File: config.mk
export PLATFORM = sky130hd
export DESIGN_NAME = input_capture_frequency_meter
export DESIGN_NICKNAME = d
export VERILOG_FILES = /design/src/rtl/core/icfm_pkg.sv /design/src/rtl/core/icfm_div.sv /design/src/rtl/core/input_capture_frequency_meter.sv
export SDC_FILE = /design/constraint.sdc
export NUM_CORES = 1
export LEC_CHECK = 0
export ABC_AREA = 1
export BUFFER_PORTS_ARGS = -buffer_cell sky130_fd_sc_hd__buf_2
export CORE_MARGIN = 3
export CORE_UTILIZATION = 35
export CTS_BUF_LIST = sky130_fd_sc_hd__clkbuf_16
export DETAILED_ROUTE_END_ITERATION = 7
export GPL_TIMING_DRIVEN = 0
export PLACE_DENSITY = 0.62
export RECOVER_POWER = 100
export SLEW_MARGIN = 20
export SYNTH_ARGS = -nofsm -noshare
export SYNTH_HDL_FRONTEND = slang
export SYNTH_HIERARCHICAL = 1
export SYNTH_SLANG_ARGS = --single-unit
File: constraint.sdc
create_clock -name i_clk -period 5.4 [get_ports i_clk]
set_input_delay 1.08 -clock i_clk [delete_from_list [all_inputs] [get_ports i_clk]]
set_output_delay 1.08 -clock i_clk [all_outputs]
set_load 0.05 [all_outputs]
File: src/rtl/core/icfm_pkg.sv
package icfm_pkg;

    localparam int COUNTER_WIDTH_DEF = 16;
    localparam int CHANNELS_DEF      = 2;

    localparam int CLOCK_W    = 28;
    localparam int PRESC_W    = 17;
    localparam int FREQ_W     = 28;
    localparam int CFG_IDX_W  = 1;
    localparam int CFG_DATA_W = 28;

    localparam logic [CLOCK_W-1:0] CLOCK_HZ_RST = CLOCK_W'(72000000);
    localparam logic [PRESC_W-1:0] PRESC_RST    = PRESC_W'(64);

    localparam logic [CFG_IDX_W-1:0] REG_CLOCK_HZ = CFG_IDX_W'(0);
    localparam logic [CFG_IDX_W-1:0] REG_PRESCALE = CFG_IDX_W'(1);

    typedef enum logic [2:0] {
        ST_IDLE,
        ST_MUL,
        ST_LAUNCH,
        ST_DIV,
        ST_OUT
    } t_state;

endpackage

File: src/rtl/core/icfm_div.sv
module icfm_div #(
    parameter int NW = 28,
    parameter int DW = 33
) (
    input  logic          i_clk,
    input  logic          i_rst_n,
    input  logic          i_start,
    input  logic [NW-1:0] i_dividend,
    input  logic [DW-1:0] i_divisor,
    output logic          o_done,
    output logic [NW-1:0] o_quotient
);
    localparam int CNT_W = (NW > 1) ? $clog2(NW) : 1;

    logic             r_busy;
    logic             r_done;
    logic [CNT_W-1:0] r_cnt;
    logic [DW-1:0]    r_rem;
    logic [NW-1:0]    r_quo;
    logic [DW-1:0]    r_dvs;

    logic [DW:0]      n_trial;
    logic [DW:0]      n_diff;
    logic             n_bit;

    // one quotient bit per cycle, restoring
    always_comb begin
        n_trial = {r_rem, r_quo[NW-1]};
        n_diff  = n_trial - {1'b0, r_dvs};
        n_bit   = (n_trial >= {1'b0, r_dvs});
    end

    always_ff @(posedge i_clk) begin
        if (!i_rst_n) begin
            r_busy <= 1'b0;
            r_done <= 1'b0;
            r_cnt  <= '0;
        end else begin
            r_done <= 1'b0;
            if (i_start) begin
                r_busy <= 1'b1;
                r_cnt  <= CNT_W'(NW - 1);
            end else if (r_busy) begin
                r_cnt <= r_cnt - CNT_W'(1);
                if (r_cnt == '0) begin
                    r_busy <= 1'b0;
                    r_done <= 1'b1;
                end
            end
        end
    end

    always_ff @(posedge i_clk) begin
        if (i_start) begin
            r_rem <= '0;
            r_quo <= i_dividend;
            r_dvs <= i_divisor;
        end else if (r_busy) begin
            r_rem <= n_bit ? n_diff[DW-1:0] : n_trial[DW-1:0];
            r_quo <= {r_quo[NW-2:0], n_bit};
        end
    end

    assign o_done     = r_done;
    assign o_quotient = r_quo;

endmodule

File: src/rtl/core/input_capture_frequency_meter.sv
// Input-capture frequency meter.
// Input channel (i_valid/o_ready): one beat per capture event, carrying the
// channel number and the timer count latched at a rising edge. Each channel
// alternates: the first beat is stored and returns nothing; the second gives
// one result beat with the period, the frequency clock/prescale/period and
// an error flag set when the period or the prescale divisor is zero.
// Output channel (o_valid/i_ready): one beat per completed measurement.
// Config port: i_cfg_we with i_cfg_index selects clock_hz (0) or
// prescale_divisor (1); write only while the block is idle.
// A second-phase beat passes through the period register, the product
// prescale*period, then a bit-serial divider that yields one of the 28
// quotient bits per cycle. No new beat is taken until the result is loaded
// into the output register. A zero divisor skips the divider. While the
// receiver stalls with a result in the output register, one more
// measurement may finish and wait; input then stops until the output
// register frees.
// Reset clears all channel phases and loads clock_hz 72000000 and prescale
// divisor 64.
module input_capture_frequency_meter #(
    parameter int COUNTER_WIDTH = icfm_pkg::COUNTER_WIDTH_DEF,
    parameter int CHANNELS      = icfm_pkg::CHANNELS_DEF,
    localparam int CH_W         = (CHANNELS > 1) ? $clog2(CHANNELS) : 1
) (
    input  logic                            i_clk,
    input  logic                            i_rst_n,
    input  logic                            i_valid,
    output logic                            o_ready,
    input  logic [CH_W-1:0]                 i_channel,
    input  logic [COUNTER_WIDTH-1:0]        i_capture_count,
    input  logic                            i_cfg_we,
    input  logic [icfm_pkg::CFG_IDX_W-1:0]  i_cfg_index,
    input  logic [icfm_pkg::CFG_DATA_W-1:0] i_cfg_data,
    output logic                            o_valid,
    input  logic                            i_ready,
    output logic [CH_W-1:0]                 o_out_channel,
    output logic [COUNTER_WIDTH-1:0]        o_period_ticks,
    output logic [icfm_pkg::FREQ_W-1:0]     o_frequency_hz,
    output logic                            o_divide_error
);
    import icfm_pkg::*;

    localparam int CW     = COUNTER_WIDTH;
    localparam int PROD_W = PRESC_W + CW;
    localparam logic [CH_W:0] CH_LIM = (CH_W + 1)'(CHANNELS);

    t_state r_state, n_state;

    logic [CLOCK_W-1:0] r_clock_hz;
    logic [PRESC_W-1:0] r_presc;
    logic [CHANNELS-1:0] r_phase;
    logic [CW-1:0]      r_first [CHANNELS];
    logic [CW-1:0]      r_period;
    logic [CH_W-1:0]    r_ch;
    logic [PROD_W-1:0]  r_prod;
    logic               r_err;
    logic               r_out_valid;
    logic [CH_W-1:0]    r_out_ch;
    logic [CW-1:0]      r_out_period;
    logic [FREQ_W-1:0]  r_out_freq;
    logic               r_out_err;

    logic               in_fire;
    logic               ch_ok;
    logic               div_start;
    logic               div_done;
    logic               out_load;
    logic [CW-1:0]      first_sel;
    logic [CW-1:0]      n_period;
    logic [FREQ_W-1:0]  quotient;

    assign in_fire   = i_valid && o_ready;
    assign ch_ok     = ({1'b0, i_channel} < CH_LIM);
    assign first_sel = r_first[i_channel];
    // (MAX - first) + cap, plus one more when cap > first
    assign n_period  = i_capture_count + ~first_sel + CW'(i_capture_count > first_sel);

    always_ff @(posedge i_clk) begin
        if (!i_rst_n) begin
            r_state <= ST_IDLE;
        end else begin
            r_state <= n_state;
        end
    end

    always_comb begin
        n_state   = r_state;
        o_ready   = 1'b0;
        div_start = 1'b0;
        out_load  = 1'b0;
        unique case (r_state)
            ST_IDLE: begin
                o_ready = 1'b1;
                if (i_valid && ch_ok && r_phase[i_channel]) begin
                    n_state = ST_MUL;
                end
            end
            ST_MUL: begin
                n_state = ST_LAUNCH;
            end
            ST_LAUNCH: begin
                if (r_err) begin
                    n_state = ST_OUT;
                end else begin
                    div_start = 1'b1;
                    n_state   = ST_DIV;
                end
            end
            ST_DIV: begin
                if (div_done) begin
                    n_state = ST_OUT;
                end
            end
            ST_OUT: begin
                if (!r_out_valid || i_ready) begin
                    out_load = 1'b1;
                    n_state  = ST_IDLE;
                end
            end
            default: begin
                n_state = ST_IDLE;
            end
        endcase
    end

    always_ff @(posedge i_clk) begin
        if (!i_rst_n) begin
            r_clock_hz <= CLOCK_HZ_RST;
            r_presc    <= PRESC_RST;
        end else if (i_cfg_we) begin
            unique case (i_cfg_index)
                REG_CLOCK_HZ: r_clock_hz <= i_cfg_data[CLOCK_W-1:0];
                REG_PRESCALE: r_presc    <= i_cfg_data[PRESC_W-1:0];
                default: ;
            endcase
        end
    end

    always_ff @(posedge i_clk) begin
        if (!i_rst_n) begin
            r_phase <= '0;
        end else if (in_fire && ch_ok) begin
            r_phase[i_channel] <= ~r_phase[i_channel];
        end
    end

    always_ff @(posedge i_clk) begin
        if (in_fire && ch_ok) begin
            if (!r_phase[i_channel]) begin
                r_first[i_channel] <= i_capture_count;
            end else begin
                r_period <= n_period;
                r_ch     <= i_channel;
            end
        end
        if (r_state == ST_MUL) begin
            r_prod <= PROD_W'(r_presc) * PROD_W'(r_period);
            r_err  <= (r_period == '0) || (r_presc == '0);
        end
    end

    icfm_div #(
        .NW (FREQ_W),
        .DW (PROD_W)
    ) u_div (
        .i_clk      (i_clk),
        .i_rst_n    (i_rst_n),
        .i_start    (div_start),
        .i_dividend (r_clock_hz),
        .i_divisor  (r_prod),
        .o_done     (div_done),
        .o_quotient (quotient)
    );

    always_ff @(posedge i_clk) begin
        if (!i_rst_n) begin
            r_out_valid <= 1'b0;
        end else if (out_load) begin
            r_out_valid <= 1'b1;
        end else if (i_ready) begin
            r_out_valid <= 1'b0;
        end
    end

    always_ff @(posedge i_clk) begin
        if (out_load) begin
            r_out_ch     <= r_ch;
            r_out_period <= r_period;
            r_out_freq   <= r_err ? '0 : quotient;
            r_out_err    <= r_err;
        end
    end

    assign o_valid        = r_out_valid;
    assign o_out_channel  = r_out_ch;
    assign o_period_ticks = r_out_period;
    assign o_frequency_hz = r_out_freq;
    assign o_divide_error = r_out_err;

endmodule

==> results of run 1 <==
routing by layer:
layer	global-route usage [%]	up-vias
met3	2.99	144
li1	-	9660
met2	30.1	559
met5	0	-
met4	5.47	2
met1	24.0	9371
worst max-delay path, stage by stage (launching register included):
cell,delay (ns)
edfxtp_1,0.46
buf_6,0.18
buf_4,0.14
nand2_1,0.06
inv_1,0.04
fa_1,0.47
inv_1,0.05
fa_2,0.54
fa_2,0.43
inv_2,0.07
fa_2,0.44
fa_1,0.50
inv_2,0.04
fa_1,0.51
inv_2,0.05
ha_4,0.24
buf_6,0.13
nand2_8,0.07
inv_4,0.04
a21oi_4,0.14
nand3_2,0.18
buf_4,0.19
xor2_1,0.14
cell usage after synthesis (8+ instances only):
master    number  area (um^2)
xor2_1        25          219
nand3b_1      14          105
o21ai_1       14         70.1
nand2_1      924         3470
nand3_1      137          686
nor4_1         8         50.1
inv_1        719         2700
inv_2         17         63.8
nand4_1       17          106
o21bai_1      16          120
edfxtp_1     190         5710
a21oi_1       50          250
dfxtp_1       91         1820
fa_1         211         4220
o21ai_0       48          240
mux2i_1       14          140
xnor2_1       17          149
nand2_2       30          188
clkbuf_1      68          255
nor2_2        15         93.8
nor2_1       205          769
buf_1         18         67.6
ha_1         156         1950
power groups by stage:
stage / Clock (W) / Sequential (W) / Combinational [W]
after global routing: 0.00219 / 0.00290 / 0.00771
final: 0.00205 / 0.00287 / 0.00701
after global placement: 0 / 0.00288 / 0.00476
after detailed placement: 0 / 0.00288 / 0.00482
after CTS: 0.00210 / 0.00287 / 0.00527
after floorplan: 0 / 0.00287 / 0.00356
kinds of logic (layout without fill, tap and decap cells):
| logic type | after synthesis | in the layout | synth area share, % |
|---|---|---|---|
| XOR/XNOR | 42 | 42 | 1.53 |
| adder cells (fa/ha/maj) | 367 | 367 | 25.6 |
| buffers and inverters | 844 | 1073 | 13.4 |
| AND/OR/NAND/NOR | 1388 | 1388 | 24.1 |
| AO/OA/AOI/OAI | 149 | 149 | 3.53 |
| multiplexers | 14 | 14 | 0.581 |
| flip-flops | 281 | 281 | 31.2 |
through the flow:
step	cells	hold WS, ns	util, %	setup slack [ns]	setup TNS [ns]
floorplan	3085	0.400	-	-0.00194	-0.00194
global placement	4056	0.401	37.9	-0.954	-18.86
detailed placement	4061	0.405	38.1	-1.01	-19.86
CTS	4120	0.388	40.5	0.000585	0
global route	4187	0.402	42.3	-0.113	-1.27
finish	4187	0.401	42.3	0.00921	0
sequential cells by signal, indices dropped and copies added (netlist names):
| name | count |
|---|---|
| o_frequency_hz | 28 |
| r_period | 16 |
| r_phase | 2 |
| u_div/o_done | 1 |
| r_err | 1 |
| r_ch | 1 |
| u_div/r_dvs | 33 |
| u_div/r_rem | 33 |
| o_divide_error | 1 |
| o_valid | 1 |
| o_period_ticks | 16 |
| u_div/o_quotient | 28 |
| r_first | 32 |
| u_div/r_busy | 1 |
| r_state | 3 |
| r_presc | 17 |
| u_div/r_cnt | 5 |
| r_clock_hz | 28 |
| r_prod | 33 |
| o_out_channel | 1 |
worst min path at each step:
stage                     startpoint               to  slack [ns]
after floorplan                 r_ch    o_out_channel        0.40
after global placement    r_prod[17]  u_div/r_dvs[17]        0.40
after detailed placement   r_prod[6]   u_div/r_dvs[6]        0.40
after CTS                 r_prod[20]  u_div/r_dvs[20]        0.39
after global routing      r_prod[22]  u_div/r_dvs[22]        0.40
final                     r_prod[20]  u_div/r_dvs[20]        0.40
timing repair:
action                                  4_1_cts  5_1_grt
buffers inserted                             32       66
pin swaps                                    21      162
endpoints found under the setup margin       23       21
gates cloned                                  0        2
resized for setup                           141      249
endpoints found under the hold margin         0        0
layout make-up:
cell class                 count  area share [%]
tap                          873            3.81
timing repair buffer         203            4.83
clock buffer                  31            2.71
inverter                     740            9.77
clock inverter                27           0.681
sequential                   281            26.5
buffer                        72            2.17
multi-input combinational   1960            49.6
==> results.md, run 1 <==
- Pwr Total: 0.0119 W
- Endpoints failing hold: 0
- CTS sink count: 281
- Worst IR drop on VDD: 0.000458 V
- Antenna Violating Nets Remaining: 0
- Crit Path Class: reg2reg
- Status: completed
- Hold path depth: 0
- Clock Latency Late Sink: 0.61 ns
- TritonCTS clock tree: built
- Share of layout cells above drive strength 1: 17.7%
- Seq pwr share: 24.1%
- Final setup vio count: 0
- Hold Crit Class: reg2reg
- Pint: 0.00662 W
- CTS Root Cell: clkbuf_16
- Layout area overhead: 19.0%
- Uppermost layer routed: met5
- Area after DPL: 25800 um^2
- R2R depth: 22
- Achievable frequency: 0.186 GHz
- Wire per inst: 15.7 um
- Vias in the first global route: 19000
- Largest net degree at the start of global routing: 36
- R2R Path Start: r_period[4]
- Reg-to-Reg End: r_prod[13]
- CP Launch Type: flop
- Pwr/cell area: 416 nW/um^2
- WL met1: 28900 um
- DRT Pass-1 Iters: 7
- Post-synthesis async set-or-reset flop share: 0%
- Die height: 268 um
- Core box area: 67800 um^2
- Crit Path Max Fanout: 8
- Ys flop type: edfxtp_1
- Metal2 WL: 30400 um
- Crit path time final: 5.39 ns
- Kind of end point of the critical path: flop
- Die Area: 72100 um^2
- Met3 wire len: 4170 um
- CP endpoint: r_prod[13]
- Vias per std cell: 4.71
- First-pass GRT wire length: 102000 um
- Logic gate share of total power: 58.8%
- FILL cells: 6734
- Ant. Diodes: 0
- Post-detail-place hpwl: 50100 um
- Syn_nets: 3503
- Synth unique cells: 45
- Overflow after GRT: 0
- Cell area after layout: 28700 um^2
- P_leak: 15.1 nW
- Drt drc: 0
- Number of enable flip-flop cells after synthesis: 190
- PortBufs: 98
- Most common cell after layout, fill and taps aside: nand2_1
- Register area share after synthesis: 31.2%
- Most frequent cells in the layout: nand2_1, inv_1, fa_1, edfxtp_1, nor2_1
- Worst-Margin Slew: 0.933 ns
- Multi-input logic area: 14200 um^2
- Synth Warn #: 6
- Row Count: 95
- Initial DRC count: 1449
- I/O pin count: 99
- RSZ-0062 raised after global routing: yes
- Clock slew at reported path FFs: 0.07 ns
- Total GRT Usage: 18.0%
- FF-to-FF setup slack: 0.009 ns
- Switch share: 44.6%
- Period utilization: 99.8%
- Num CTS Buffers: 31
- GP Congestion: 0.939
- Fin nets: 3707
- Antenna violations before repair: 0
- FF+latch count, synth: 281
- Starting Density: 35.6%
- Worst Setup SP: r_period[4]
- P_sw: 0.00532 W
- Register area: 7590 um^2
- Post-Synthesis Cells: 3085
- CP arrival: 5.74 ns
- Via count: 19700
- Post-synthesis area per instance: 7.81 um^2
- Hold buffer count at CTS: 0
- DRT Wirelength: 65700 um
- H-tree depth: 1
- Clock power frac: 17.2%
- Slew margin rel.: 37.7%
- Slew Viols, Final: 0
- Final clock skew: 0.0188 ns
- Max clock buf depth: 3
- Die W: 268 um
- Max-cap violations: 0
- Worst Path Required: 5.75 ns
- Mapped Area: 24100 um^2
Power figures use the tool's default switching activity.
==> run 2: changes to the inputs <==
--- a/config.mk
+++ b/config.mk
@@ -11,7 +11,7 @@
 export CORE_UTILIZATION = 35
 export CTS_BUF_LIST = sky130_fd_sc_hd__clkbuf_16
 export DETAILED_ROUTE_END_ITERATION = 7
-export GPL_TIMING_DRIVEN = 0
+export GPL_TIMING_DRIVEN = 1
 export PLACE_DENSITY = 0.62
 export RECOVER_POWER = 100
 export SLEW_MARGIN = 20
==> results.md, run 2 (same netlist as run 1, synthesis figures left out) <==
- Hold slack: 0.404 ns
- Antenna Violating Nets Remaining: 0
- R2R Path Start: r_period[6]
- FILL cells: 6772
- Total GRT Usage: 16.9%
- CTS sink count: 281
- R2R depth: 22
- CP arrival: 5.61 ns
- Clock Latency Late Sink: 0.61 ns
- I/O pin count: 99
- Via count: 19100
- Post-detail-place hpwl: 46800 um
- Antenna violations before repair: 1
- Drt drc: 0
- Worst-Margin Slew: 1.08 ns
- TritonCTS clock tree: built
- CTS Root Cell: clkbuf_16
- Fin nets: 3681
- H-tree depth: 1
- Row Count: 95
- Hold path depth: 0
- GP Congestion: 0.920
- Clock slew at reported path FFs: 0.06 ns
- Core box area: 67800 um^2
- Die height: 268 um
- Crit-path cells: buf_6 > nand2_2 > inv_2 > fa_1 > inv_1 > fa_2 > fa_2 > inv_1 > fa_1 > fa_1 > inv_1 > fa_1 > inv_2 > ha_4 > nand2_2 > buf_4 > nor2_1 > nand2_2 > nand2_2 > nand2_2 > nand3_1 > nand2_1
- Endpoints failing hold: 0
- DRT Pass-1 Iters: 5
- WP buf/inv: 7
- Initial DRC count: 1140
- Max-cap violations: 0
- Wire per inst: 14.4 um
- Hold Path Sink: u_div/r_dvs[22]
- CP Launch Type: flop
- Worst IR drop on VDD: 0.000479 V
- Reg-to-Reg End: r_prod[22]
- Crit Path Class: reg2reg
- Non-Filler Instances: 4161
- Vias in the first global route: 19000
- DRT Wirelength: 59700 um
- Period utilization: 97.4%
- Hold path start: r_prod[22]
- Pwr/cell area: 421 nW/um^2
- Crit Path Max Fanout: 7
- PortBufs: 98
- Status: completed
- Largest registers: r_prod: 33 flops, u_div/r_dvs: 33 flops, u_div/r_rem: 33 flops
- Layout area overhead: 18.0%
- CP peak stage delay: 0.54 ns
- RSZ-0062 raised after global routing: yes
- Overflow after GRT: 0
- Vias per std cell: 4.60
- Pwr Total: 0.0120 W
- Most frequent cells in the layout: nand2_1, inv_1, fa_1, nor2_1, edfxtp_1
- Crit path time final: 5.26 ns
- Hold buffer count at CTS: 0
- Largest net degree at the start of global routing: 53
- Die Area: 72100 um^2
- Max clock buf depth: 3
- Share of layout cells above drive strength 1: 16.3%
- Layout Utilization: 42.0%
- Hold Crit Class: reg2reg
- Kind of end point of the critical path: flop
- FF-to-FF setup slack: 0.14 ns
- Final setup vio count: 0
- First-pass GRT wire length: 98200 um
- Cell area after layout: 28400 um^2
- Delay-heaviest family, CP: adder cells
- Slew margin rel.: 28.1%
- Achievable frequency: 0.190 GHz
- Die W: 268 um
- Crit path top cell by count: nand2_2
- Placed Cells: 4075
- P_leak: 15.1 nW
- Starting Density: 35.6%
- Num CTS Buffers: 30
- Final clock skew: 0.0236 ns
- Levels on crit path: 22
- Most common cell after layout, fill and taps aside: nand2_1
- Worst Path Required: 5.75 ns
- Slew Viols, Final: 0
- Area after DPL: 26300 um^2
- CP max-delay cell: fa_2
run 2: cell count changes in the layout (fill, tap and decap cells not counted), sizes merged:
cell and change:
buf +7, bufinv +5, clkbuf -32, clkinv -5
clkinvlp -2, diode +1
run 2: layer usage:
metal	track usage, %	vias to the layer above	share of wire, %
met4	4.24	0	2.3
met3	2.15	78	5.2
met1	22.8	9019	45
met5	0	-	0
met2	28.7	448	47
li1	-	9601	-
run 2: power breakdown:
part	internal (W)	switching, W
Sequential	0.00275	0.000119
Combinational	0.00281	0.00403
Clock	0.00134	0.000932
run 2: repair_timing:
| item | 4_1_cts | 5_1_grt |
|---|---|---|
| gates resized for setup | 14 | 207 |
| setup buffers | 9 | 19 |
| endpoints found under the setup margin | 18 | 22 |
| pin swaps | 5 | 93 |
| gates cloned | 0 | 0 |
| hold endpoints to repair | 0 | 0 |
run 2: worst max-delay path by stage:
stage / to / start / slack [ns]
2_1_floorplan: r_prod[32] / r_period[8] / -0.002
3_3_place_gp: r_prod[31] / r_presc[7] / -0.15
3_5_place_dp: r_prod[31] / r_presc[7] / -0.17
4_1_cts: r_prod[18] / r_period[6] / 0.00007
5_1_grt: r_prod[26] / r_period[12] / -0.06
6_report: r_prod[22] / r_period[6] / 0.14
run 2: worst register-to-register path: stages, from the launching register on:
cell	delay, ns
edfxtp_1	0.42
buf_6	0.17
nand2_2	0.07
inv_2	0.04
fa_1	0.52
inv_1	0.06
fa_2	0.47
fa_2	0.54
inv_1	0.05
fa_1	0.48
fa_1	0.54
inv_1	0.05
fa_1	0.54
inv_2	0.05
ha_4	0.29
nand2_2	0.07
buf_4	0.14
nor2_1	0.14
nand2_2	0.07
nand2_2	0.12
nand2_2	0.07
nand3_1	0.06
nand2_1	0.05
run 2: area by class of cell:
cell class,instances,area (um^2),area share (%)
clock inverters,25,319,1.12
multi-input cells,1960,14100,49.6
flip-flops and latches,281,7540,26.5
inverters,740,2790,9.79
repair buffers,250,1830,6.42
diodes,1,2.50,0.00880
well taps,873,1090,3.84
clock buffers,31,776,2.73
run 2: per-stage QoR:
step / TNS, ns / worst slack [ns]
after floorplan: -0.00194 / -0.00194
after global placement: -0.720 / -0.150
after CTS: 0 / 0.0000679
after detailed placement: -1.21 / -0.173
after global routing: -0.375 / -0.0644
final: 0 / 0.138
==> run 3: changes to the inputs <==
--- a/config.mk
+++ b/config.mk
@@ -9,7 +9,7 @@
 export BUFFER_PORTS_ARGS = -buffer_cell sky130_fd_sc_hd__buf_2
 export CORE_MARGIN = 3
 export CORE_UTILIZATION = 35
-export CTS_BUF_LIST = sky130_fd_sc_hd__clkbuf_16
+export CTS_BUF_LIST = sky130_fd_sc_hd__clkbuf_8
 export DETAILED_ROUTE_END_ITERATION = 7
 export GPL_TIMING_DRIVEN = 1
 export PLACE_DENSITY = 0.62
==> results.md, run 3 (same netlist as run 1, synthesis figures left out) <==
- P_leak: 15.1 nW
- CP arrival: 5.69 ns
- Layout area overhead: 17.5%
- R2R Path Start: r_period[10]
- Share of layout cells above drive strength 1: 16.5%
- CP max-delay cell: fa_2
- Final setup vio count: 0
- Delay-heaviest family, CP: adder cells
- Kind of end point of the critical path: flop
- Most frequent cells in the layout: nand2_1, inv_1, fa_1, nor2_1, edfxtp_1
- Antenna violations before repair: 2
- Layout Utilization: 41.8%
- Crit Path Class: reg2reg
- DRT Pass-1 Iters: 5
- Worst-Margin Slew: 1.11 ns
- Reg-to-Reg End: r_prod[25]
- Via count: 19200
- FILL cells: 6812
- Hold slack: 0.398 ns
- PnR worst setup slack: 0.0991 ns
- Achievable frequency: 0.189 GHz
- CTS sink count: 281
- Most common cell after layout, fill and taps aside: nand2_1
- H-tree depth: 2
- Total GRT Usage: 17.0%
- Worst IR drop on VDD: 0.000408 V
- PortBufs: 98
- Core box area: 67800 um^2
- Crit Path Max Fanout: 5
- Max clock buf depth: 3
- Hold path start: r_prod[22]
- Max-cap violations: 0
- Worst Path Required: 5.79 ns
- Status: completed
- Period utilization: 98.2%
- RSZ-0062 raised after global routing: yes
- Crit path time final: 5.30 ns
- TritonCTS clock tree: built
- Final clock skew: 0.0360 ns
- Endpoints failing hold: 0
- Num CTS Buffers: 48
- Largest registers: r_prod: 33 flops, u_div/r_dvs: 33 flops, u_div/r_rem: 33 flops
- Antenna Violating Nets Remaining: 0
- Initial DRC count: 1094
- CTS Root Cell: clkbuf_8
- Register area: 7540 um^2
- Post-placement setup slack: -0.173 ns
- Hold Crit Class: reg2reg
- Die height: 268 um
- CP endpoint: r_prod[25]
- Multi-input logic area: 14100 um^2
- Vias per std cell: 4.58
- WP buf/inv: 9
- Setup TNS: 0 ns
- Post-detail-place hpwl: 46800 um
- Clock slew at reported path FFs: 0.06 ns
- Pwr/cell area: 409 nW/um^2
- Levels on crit path: 24
- CP peak stage delay: 0.57 ns
- Overflow after GRT: 0
- Worst Setup SP: r_period[10]
- First-pass GRT wire length: 98400 um
- Largest net degree at the start of global routing: 53
- Slew margin rel.: 25.8%
- Die W: 268 um
- FF-to-FF setup slack: 0.1 ns
- CP Launch Type: flop
- Clock Latency Late Sink: 0.64 ns
- Row Count: 95
- Fin nets: 3705
- R2R depth: 24
- Starting Density: 35.6%
- Hold buffer count at CTS: 0
- Die Area: 72100 um^2
- DRT Wirelength: 60000 um
- GP Congestion: 0.920
- I/O pin count: 99
- Wire per inst: 14.3 um
- Drt drc: 0
- Slew Viols, Final: 0
- Crit-path cells: buf_6 > buf_6 > buf_4 > nand2_1 > inv_2 > fa_2 > inv_1 > fa_2 > inv_1 > fa_2 > fa_1 > fa_2 > ha_4 > ha_4 > buf_4 > nand2_2 > inv_1 > nand2_1 > nand3_1 > a21oi_1 > buf_4 > nand3_1 > nand2_1 > nand2_1
- Vias in the first global route: 19100
## run 3: cell types whose count changed in the layout (fill, tap and decap cells not counted), moves of 4 or more
cell / previous run / this run
inv_4: 5 / 1
clkinv_2: 6 / 10
buf_4: 118 / 124
nand2_2: 72 / 68
nand2_1: 866 / 873
inv_1: 695 / 719
clkbuf_8: 0 / 50
clkbuf_16: 31 / 0
## run 3: report_power, final
part           internal [W]  switching, W  total, W
clock network       0.00107      0.000941   0.00201
registers           0.00275      0.000120   0.00287
logic               0.00278       0.00393   0.00671
## run 3: metal layers
metal	part of all wire (%)	GRT usage (%)	routed length, um	vias up
li1	-	-	-	9646
met1	45	22.7	26900	9068
met2	47	28.7	28400	433
met3	5.4	2.76	3260	91
met4	2.4	4.46	1420	0
met5	0	0	0	-
## run 3: worst min path at each step
stage | to | slack [ns] | cells past startpoint
after floorplan | o_out_channel | 0.40 | 0
after global placement | u_div/r_dvs[16] | 0.40 | 0
after detailed placement | u_div/r_dvs[10] | 0.40 | 0
after CTS | u_div/r_dvs[22] | 0.40 | 0
after global routing | u_div/r_dvs[22] | 0.41 | 0
final | u_div/r_dvs[22] | 0.40 | 0
## run 3: area by class of cell
| cell class | count | share of cell area (%) |
|---|---|---|
| diodes | 2 | 0.0177 |
| clock buffers | 50 | 2.43 |
| clock inverters | 39 | 1.08 |
| inverters | 740 | 9.81 |
| multi-input cells | 1960 | 49.6 |
| flip-flops and latches | 281 | 26.6 |
| well taps | 873 | 3.86 |
| repair buffers | 256 | 6.58 |
## run 3: metrics by stage
step                      power [W]  cell area, um^2  cells
after floorplan             0.00644            24100   3085
after global placement      0.00818            26300   4075
after detailed placement    0.00822            26300   4075
after CTS                    0.0104            27400   4172
after global routing         0.0126            28300   4201
final                        0.0116            28300   4201
## run 3: timing repair
item | in CTS | in global routing
setup buffers | 8 | 27
pin swaps | 8 | 113
resized for setup | 15 | 189
setup endpoints to repair | 18 | 22
